$ cat config.mk
export PLATFORM = sky130hd
export DESIGN_NAME = lru_page_replacement
export DESIGN_NICKNAME = d
export VERILOG_FILES = /design/src/sv/lpr_pkg.sv /design/src/sv/lpr_ram.sv /design/src/sv/lpr_datapath.sv /design/src/sv/lpr_ctrl.sv /design/src/sv/lru_page_replacement.sv
export SDC_FILE = /design/constraint.sdc
export NUM_CORES = 1
export LEC_CHECK = 0
export ABC_AREA = 0
export BUFFER_PORTS_ARGS = -buffer_cell sky130_fd_sc_hd__buf_2
export CAP_MARGIN = 40
export CORE_MARGIN = 2
export CORE_UTILIZATION = 50
export DETAILED_ROUTE_END_ITERATION = 7
export PLACE_DENSITY = 0.78
export RECOVER_POWER = 50
export SYNTH_ARGS = -nofsm -noshare
export SYNTH_HDL_FRONTEND = slang
export SYNTH_SLANG_ARGS = --single-unit
$ cat constraint.sdc
create_clock -name clk -period 5.5 [get_ports clk]
set_input_delay 0.55 -clock clk [delete_from_list [all_inputs] [get_ports clk]]
set_output_delay 0.55 -clock clk [all_outputs]
set_load 0.01 [all_outputs]
$ cat src/sv/lpr_pkg.sv
// Package for the LRU page replacement block: request and result types,
// controller command and status structs, field widths and command codes.
// No dependencies.
package lpr_pkg;

  localparam int PAGE_BITS  = 16;
  localparam int FIDX_BITS  = 3;
  localparam int COUNT_BITS = 32;
  localparam int CFG_BITS   = 4;

  localparam logic [CFG_BITS-1:0] CFG_RESET = 4'd8;

  localparam logic CMD_REF   = 1'b0;
  localparam logic CMD_CLEAR = 1'b1;

  typedef struct packed {
    logic                 command;
    logic [PAGE_BITS-1:0] page;
  } req_t;

  typedef struct packed {
    logic                  hit;
    logic [FIDX_BITS-1:0]  frame_index;
    logic                  evicted_valid;
    logic [PAGE_BITS-1:0]  evicted_page;
    logic [COUNT_BITS-1:0] fault_total;
  } rsp_t;

  typedef struct packed {
    logic load;
    logic clear;
    logic issue;
    logic eval;
    logic update;
  } lpr_cmd_t;

  typedef struct packed {
    logic issue_last;
  } lpr_stat_t;

endpackage

$ cat src/sv/lpr_ram.sv
// Generic single-write, single-read RAM with registered read data.
// No dependencies.
module lpr_ram #(
  parameter int WIDTH = 16,
  parameter int DEPTH = 8,
  localparam int AW = (DEPTH > 1) ? $clog2(DEPTH) : 1
) (
  input  logic             clk,
  input  logic             we,
  input  logic [AW-1:0]    waddr,
  input  logic [WIDTH-1:0] wdata,
  input  logic [AW-1:0]    raddr,
  output logic [WIDTH-1:0] rdata
);

  logic [WIDTH-1:0] mem [DEPTH];
  logic [WIDTH-1:0] rdata_r;

  always_ff @(posedge clk) begin
    if (we) begin
      mem[waddr] <= wdata;
    end
    rdata_r <= mem[raddr];
  end

  assign rdata = rdata_r;

endmodule

$ cat src/sv/lpr_datapath.sv
// Datapath for the LRU page replacement block: frame tables, valid bits,
// access time, fault count, scan trackers and the result register.
// Depends on lpr_pkg and lpr_ram.
module lpr_datapath #(
  parameter int NUM_FRAMES = 8
) (
  input  logic                             clk,
  input  logic                             rst_n,
  input  lpr_pkg::lpr_cmd_t                cmd,
  output lpr_pkg::lpr_stat_t               stat,
  input  lpr_pkg::req_t                    req,
  input  logic                             cfg_we,
  input  logic [lpr_pkg::CFG_BITS-1:0]     cfg_wdata,
  output lpr_pkg::rsp_t                    rsp
);

  localparam int IW = (NUM_FRAMES > 1) ? $clog2(NUM_FRAMES) : 1;
  localparam int PB = lpr_pkg::PAGE_BITS;
  localparam int CB = lpr_pkg::COUNT_BITS;

  logic [lpr_pkg::CFG_BITS-1:0] cfg_r;
  logic [PB-1:0]                page_r;
  logic [CB-1:0]                time_r;
  logic [CB-1:0]                fault_r;
  logic [NUM_FRAMES-1:0]        valid_r;
  logic [IW-1:0]                rd_idx_r;
  logic [IW-1:0]                ev_idx_r;
  logic                         ev_live_r;
  logic                         hit_r;
  logic                         empty_r;
  logic [IW-1:0]                hit_idx_r;
  logic [IW-1:0]                empty_idx_r;
  logic [IW-1:0]                min_idx_r;
  logic [CB-1:0]                min_time_r;
  logic [PB-1:0]                min_page_r;
  lpr_pkg::rsp_t                rsp_r;

  logic [6:0]    cfg_ext;
  logic [6:0]    n_act;
  logic [IW-1:0] last_idx;
  logic [PB-1:0] pg_rd;
  logic [CB-1:0] lu_rd;
  logic          eval_go;
  logic          ev_valid;
  logic          ev_match;
  logic [IW-1:0] victim;
  logic [CB-1:0] fault_inc;
  logic          pg_we;
  logic          lu_we;
  logic [IW-1:0] lu_waddr;

  always_comb begin
    cfg_ext = {3'b000, cfg_r};
    if (cfg_ext == 7'd0) begin
      n_act = 7'd1;
    end else if (cfg_ext > 7'(NUM_FRAMES)) begin
      n_act = 7'(NUM_FRAMES);
    end else begin
      n_act = cfg_ext;
    end
    last_idx  = IW'(n_act - 7'd1);
    eval_go   = cmd.eval && ev_live_r;
    ev_valid  = valid_r[ev_idx_r];
    ev_match  = eval_go && ev_valid && (pg_rd == page_r);
    victim    = empty_r ? empty_idx_r : min_idx_r;
    fault_inc = (fault_r == '1) ? fault_r : fault_r + CB'(1);
    pg_we     = cmd.update && !hit_r;
    lu_we     = ev_match || pg_we;
    lu_waddr  = ev_match ? ev_idx_r : victim;
  end

  assign stat.issue_last = (rd_idx_r == last_idx);

  lpr_ram #(.WIDTH(PB), .DEPTH(NUM_FRAMES)) u_page_ram (
    .clk   (clk),
    .we    (pg_we),
    .waddr (victim),
    .wdata (page_r),
    .raddr (rd_idx_r),
    .rdata (pg_rd)
  );

  lpr_ram #(.WIDTH(CB), .DEPTH(NUM_FRAMES)) u_use_ram (
    .clk   (clk),
    .we    (lu_we),
    .waddr (lu_waddr),
    .wdata (time_r),
    .raddr (rd_idx_r),
    .rdata (lu_rd)
  );

  always_ff @(posedge clk) begin
    if (!rst_n) begin
      cfg_r     <= lpr_pkg::CFG_RESET;
      time_r    <= '0;
      fault_r   <= '0;
      valid_r   <= '0;
      ev_live_r <= 1'b0;
    end else begin
      ev_live_r <= cmd.issue;
      if (cfg_we) begin
        cfg_r <= cfg_wdata;
      end
      if (cmd.clear) begin
        time_r  <= '0;
        fault_r <= '0;
        valid_r <= '0;
      end
      if (cmd.load && (time_r != '1)) begin
        time_r <= time_r + CB'(1);
      end
      if (pg_we) begin
        valid_r[victim] <= 1'b1;
        fault_r         <= fault_inc;
      end
    end
  end

  always_ff @(posedge clk) begin
    if (cmd.load) begin
      page_r   <= req.page;
      rd_idx_r <= '0;
      hit_r    <= 1'b0;
      empty_r  <= 1'b0;
    end
    if (cmd.issue) begin
      rd_idx_r <= rd_idx_r + IW'(1);
      ev_idx_r <= rd_idx_r;
    end
    if (ev_match && !hit_r) begin
      hit_r     <= 1'b1;
      hit_idx_r <= ev_idx_r;
    end
    if (eval_go && !ev_valid && !empty_r) begin
      empty_r     <= 1'b1;
      empty_idx_r <= ev_idx_r;
    end
    if (eval_go && ((ev_idx_r == '0) || (lu_rd < min_time_r))) begin
      min_time_r <= lu_rd;
      min_idx_r  <= ev_idx_r;
      min_page_r <= pg_rd;
    end
    if (cmd.clear) begin
      rsp_r <= '0;
    end
    if (cmd.update) begin
      rsp_r.hit           <= hit_r;
      rsp_r.frame_index   <= hit_r ? lpr_pkg::FIDX_BITS'(hit_idx_r)
                                   : lpr_pkg::FIDX_BITS'(victim);
      rsp_r.evicted_valid <= !hit_r && !empty_r;
      rsp_r.evicted_page  <= (!hit_r && !empty_r) ? min_page_r : '0;
      rsp_r.fault_total   <= hit_r ? fault_r : fault_inc;
    end
  end

  assign rsp = rsp_r;

  a_hit_no_evict: assert property (@(posedge clk) disable iff (!rst_n)
    cmd.update |=> !(rsp_r.hit && rsp_r.evicted_valid))
    else $error("hit reported together with an eviction");

  a_fault_monotonic: assert property (@(posedge clk) disable iff (!rst_n)
    !cmd.clear |=> fault_r >= $past(fault_r))
    else $error("fault count went down without a clear");

  a_clear_empties: assert property (@(posedge clk) disable iff (!rst_n)
    cmd.clear |=> (fault_r == '0) && (valid_r == '0))
    else $error("clear left frames or faults behind");

endmodule

$ cat src/sv/lpr_ctrl.sv
// Controller for the LRU page replacement block: sequences the frame scan,
// the update and the result strobe.
// Depends on lpr_pkg.
module lpr_ctrl (
  input  logic               clk,
  input  logic               rst_n,
  input  logic               start,
  input  logic               is_clear,
  input  lpr_pkg::lpr_stat_t stat,
  output lpr_pkg::lpr_cmd_t  cmd,
  output logic               busy,
  output logic               out_strobe
);

  typedef enum logic [1:0] {
    S_IDLE,
    S_SCAN,
    S_DRAIN,
    S_UPDATE
  } state_t;

  state_t state_r;
  state_t state_nxt;
  logic   strobe_r;
  logic   strobe_nxt;

  always_comb begin
    cmd        = '0;
    state_nxt  = state_r;
    strobe_nxt = 1'b0;
    case (state_r)
      S_IDLE: begin
        if (start) begin
          if (is_clear) begin
            cmd.clear  = 1'b1;
            strobe_nxt = 1'b1;
          end else begin
            cmd.load  = 1'b1;
            state_nxt = S_SCAN;
          end
        end
      end
      S_SCAN: begin
        cmd.issue = 1'b1;
        cmd.eval  = 1'b1;
        if (stat.issue_last) begin
          state_nxt = S_DRAIN;
        end
      end
      S_DRAIN: begin
        cmd.eval  = 1'b1;
        state_nxt = S_UPDATE;
      end
      S_UPDATE: begin
        cmd.update = 1'b1;
        strobe_nxt = 1'b1;
        state_nxt  = S_IDLE;
      end
      default: begin
        state_nxt = S_IDLE;
      end
    endcase
  end

  always_ff @(posedge clk) begin
    if (!rst_n) begin
      state_r  <= S_IDLE;
      strobe_r <= 1'b0;
    end else begin
      state_r  <= state_nxt;
      strobe_r <= strobe_nxt;
    end
  end

  assign busy       = (state_r != S_IDLE);
  assign out_strobe = strobe_r;

  a_strobe_source: assert property (@(posedge clk) disable iff (!rst_n)
    strobe_r |-> $past(state_r == S_UPDATE || (state_r == S_IDLE && start && is_clear)))
    else $error("result strobe without update or clear");

  a_strobe_idle: assert property (@(posedge clk) disable iff (!rst_n)
    strobe_r |-> state_r == S_IDLE)
    else $error("result strobe while busy");

  a_drain_after_scan: assert property (@(posedge clk) disable iff (!rst_n)
    state_r == S_DRAIN |-> $past(state_r) == S_SCAN)
    else $error("drain not preceded by scan");

endmodule

$ cat src/sv/lru_page_replacement.sv
// LRU page replacement, top level. A page reference is a scan of the n
// active frames, n being the active frame count (the frame-count setting
// clamped to 1..NUM_FRAMES), then a drain and an update state; the result
// strobe is registered from the update state. One read port on the frame
// RAMs is swept one frame per cycle for match, empty and oldest in a single
// pass. A clear needs no scan. Results are shown for one cycle, cannot stall.
// Depends on lpr_pkg, lpr_ctrl, lpr_datapath and lpr_ram.
module lru_page_replacement #(
  parameter int NUM_FRAMES = 8
) (
  input  logic                         clk,
  input  logic                         rst_n,
  input  logic                         start,
  output logic                         busy,
  input  lpr_pkg::req_t                in_req,
  output logic                         out_strobe,
  output lpr_pkg::rsp_t                out_rsp,
  input  logic                         cfg_we,
  input  logic [lpr_pkg::CFG_BITS-1:0] cfg_wdata
);

  lpr_pkg::lpr_cmd_t  cmd;
  lpr_pkg::lpr_stat_t stat;

  lpr_ctrl u_ctrl (
    .clk        (clk),
    .rst_n      (rst_n),
    .start      (start),
    .is_clear   (in_req.command == lpr_pkg::CMD_CLEAR),
    .stat       (stat),
    .cmd        (cmd),
    .busy       (busy),
    .out_strobe (out_strobe)
  );

  lpr_datapath #(.NUM_FRAMES(NUM_FRAMES)) u_datapath (
    .clk       (clk),
    .rst_n     (rst_n),
    .cmd       (cmd),
    .stat      (stat),
    .req       (in_req),
    .cfg_we    (cfg_we),
    .cfg_wdata (cfg_wdata),
    .rsp       (out_rsp)
  );

endmodule

==> run summary <==
number of flops mapped to enable cells by yosys: 516
vias: 14.7k
die area: 0.0531 mm2
largest net degree at the start of global routing: 101
vias per cell: 5.97
Die Ht: 231 um
antenna viol nets, final: 0
fill count: 3846
Synthesized Nets: 1676
layout cells sized above 1: 17.4%
fin crit period: 4.59 ns
Setup crit end kind: register
clock slew seen by the registers of the worst setup and hold paths: 0.06 ns
Startpoint Class: register
first-pass GRT wire length: 84.1 mm
maximum clock rate: 218 MHz
total track usage: 20.5%
status: complete, but fails checks
Routed WL: 53.6 mm
setup violators final: 0
clk_lat worst skew: 0.60 ns
hold_buf cts: 0
core area: 0.0510 mm2
final setup TNS: 0 ns
setup bufs post-CTS: 0
max_slew headroom: -160%
worst path cell trace: clkbuf_1 -> buf_4 -> mux4_2 -> mux2_2
VDD IR max: 0.000411 V
min-delay worst type: input port to register
clock skew: 0.0254 ns
DRC: 0
Worst path max stage delay: 2.46 ns
Req. time, crit path: 5.96 ns
Seq/Total Area, Yosys: 70.5%
failing checks: max-capacitance violations, max-slew violations
post-synth cell types: 66
initial antenna violation count: 0
Worst EP arrival: 5.05 ns
Routability Congestion: 0.907
Post-Syn Area: 0.0257 mm2
maximum clock insertion buffer count: 3
Post-Layout Cell Count: 2453
Die W: 231 um
placed cells: 2330
# port buffers: 79
Max Cap Viol: 2
Fin. Hold Viols: 0
CTS H-tree depth: 3
Yosys warnings: 0
post-CTS sizing: 0
Layout Nets: 1783
Sink Count: 646
Synth-to-Final Area Change: 13.1%
CP top delay family: buffers and inverters
starting density of the core: 50.3%
crit path kind: register to register
critical path's slowest cell: clkbuf_1
num rows: 83
power consumption: 12.4 mW
Num CTS Buffers: 66
worst slew pin tran: 3.90 ns
vias in the first global route: 14.7k
DP HPWL: 31.9 mm
drt pass-1 iters: 6
Root Driver: clkbuf_16
mean post-synth cell area: 15.9 um2
P_leak: 9.82 nW
RSZ-0062 raised after global routing: false
largest fanout on the critical path: 52
CP Buf/Inv Count: 2
ys flop type: edfxtp_1
ys async rst share: 0%
drt wl/cell: 21.9 um
initial drt markers: 1639
Yosys reg bits: 646
Final period util: 83.5%
max-slew violation count: 105
TritonCTS clock tree: done
final global-route overflow total: 0
pwr/cell area: 429 mW/mm2
synthesized instance count: 1611
I/O pin count: 80
metal layers:
layer  wire length [um]  global-route usage, %  up-vias
met4               1440                   6.90        0
met5                  0                      0        -
met2              26400                   33.9      624
met1              21900                   27.8     7426
met3               3920                   3.53      117
li1                   -                      -     6487
sequential cells by signal, summed over array words and instances (netlist names), 4 cells and up:
register and flops:
u_datapath.rsp 53, u_datapath.u_use_ram.mem 256, u_datapath.u_page_ram.mem 128, u_datapath.fault_r 32, u_datapath.min_page_r 16, u_datapath.min_time_r 32, u_datapath.page_r 16, u_datapath.time_r 32
u_datapath.u_page_ram.rdata 16, u_datapath.u_use_ram.rdata 32, u_datapath.valid_r 8, u_datapath.cfg_r 4
cell usage after synthesis (all sizes together), types with 12 or more instances:
master,instances,area [um2]
o31ai,15,118
buf,21,95.1
inv,53,199
clkbuf,53,201
and3,12,75.1
a31oi,26,169
nand4,28,181
mux4,98,2210
mux2,51,574
o21ai,62,310
a21oi,57,285
edfxtp,516,15500
ha,40,500
nor2,78,298
dfxtp,130,2600
nand3,48,240
xnor2,25,219
nor3,31,160
xor2,23,201
nand2,88,330
and2,33,206
logic make-up (layout without fill, tap and decap cells):
| logic type | count (synthesis) | count (layout) | share of synthesized area [%] |
|---|---|---|---|
| AOI/OAI and AO/OA | 218 | 218 | 5.32 |
| adders and majority gates | 40 | 40 | 1.95 |
| other | 0 | 1 | 0 |
| muxes | 158 | 158 | 11.2 |
| xor gates and xnor gates | 48 | 48 | 1.64 |
| DFF | 646 | 646 | 70.5 |
| buffers and inverters | 127 | 288 | 1.93 |
| and+or+nand+nor | 374 | 374 | 7.43 |
area by class of cell:
type	instances	area, um2	share of cell area, %
flip-flops and latches	646	18100	62.4
clock inverters	41	395	1.36
repair buffers	113	571	1.97
well taps	680	851	2.93
multi-input cells	838	7130	24.6
diodes	1	2.50	0.00863
inverters	53	199	0.686
clock buffers	81	1760	6.07
placed cells by master, fill, tap and decap left out, types with 53 or more instances in the layout:
cell and count:
a21oi_1 57, clkbuf_1 80, clkbuf_16 67, dfxtp_1 130
edfxtp_1 516, inv_1 53, mux4_2 98, nand2_1 87
nor2_1 76, o21ai_0 57
metrics by stage:
stage | setup slack, ns | utilization (%) | instance area (um2) | hold WS (ns)
2_1_floorplan | 1.20 | - | 25700 | 0.400
3_3_place_gp | 1.90 | 52.8 | 26900 | 0.414
3_5_place_dp | 1.81 | 52.9 | 27000 | 0.422
4_1_cts | 1.76 | 57.1 | 29100 | 0.106
5_1_grt | 0.744 | 56.9 | 29000 | 0.113
6_report | 0.910 | 56.9 | 29000 | 0.129
path summary, 6_finish.rpt:
| path | depth (start not counted) | startpoint | slack, ns | end |
|---|---|---|---|---|
| hold reg to reg | 0 | u_datapath.u_use_ram.rdata[25] | 0.43 | u_datapath.min_time_r[25] |
| setup / recovery | 4 | u_datapath.rd_idx_r[1] | 0.91 | u_datapath.u_use_ram.rdata[9] |
| setup reg to reg | 4 | u_datapath.rd_idx_r[1] | 0.91 | u_datapath.u_use_ram.rdata[9] |
| hold / removal | 1 | in_req[0] | 0.13 | u_datapath.page_r[0] |
power breakdown:
group	switching [mW]	internal, mW
combinational	1.10	0.939
sequential	0.256	5.72
clock	1.85	2.58
worst reg2reg max path: stages (launching register included):
cell and delay, ns:
edfxtp_1 0.32, clkbuf_1 2.46, buf_4 0.93, mux4_2 0.45, mux2_2 0.30
No activity file was read; power rests on OpenSTA's default activity.
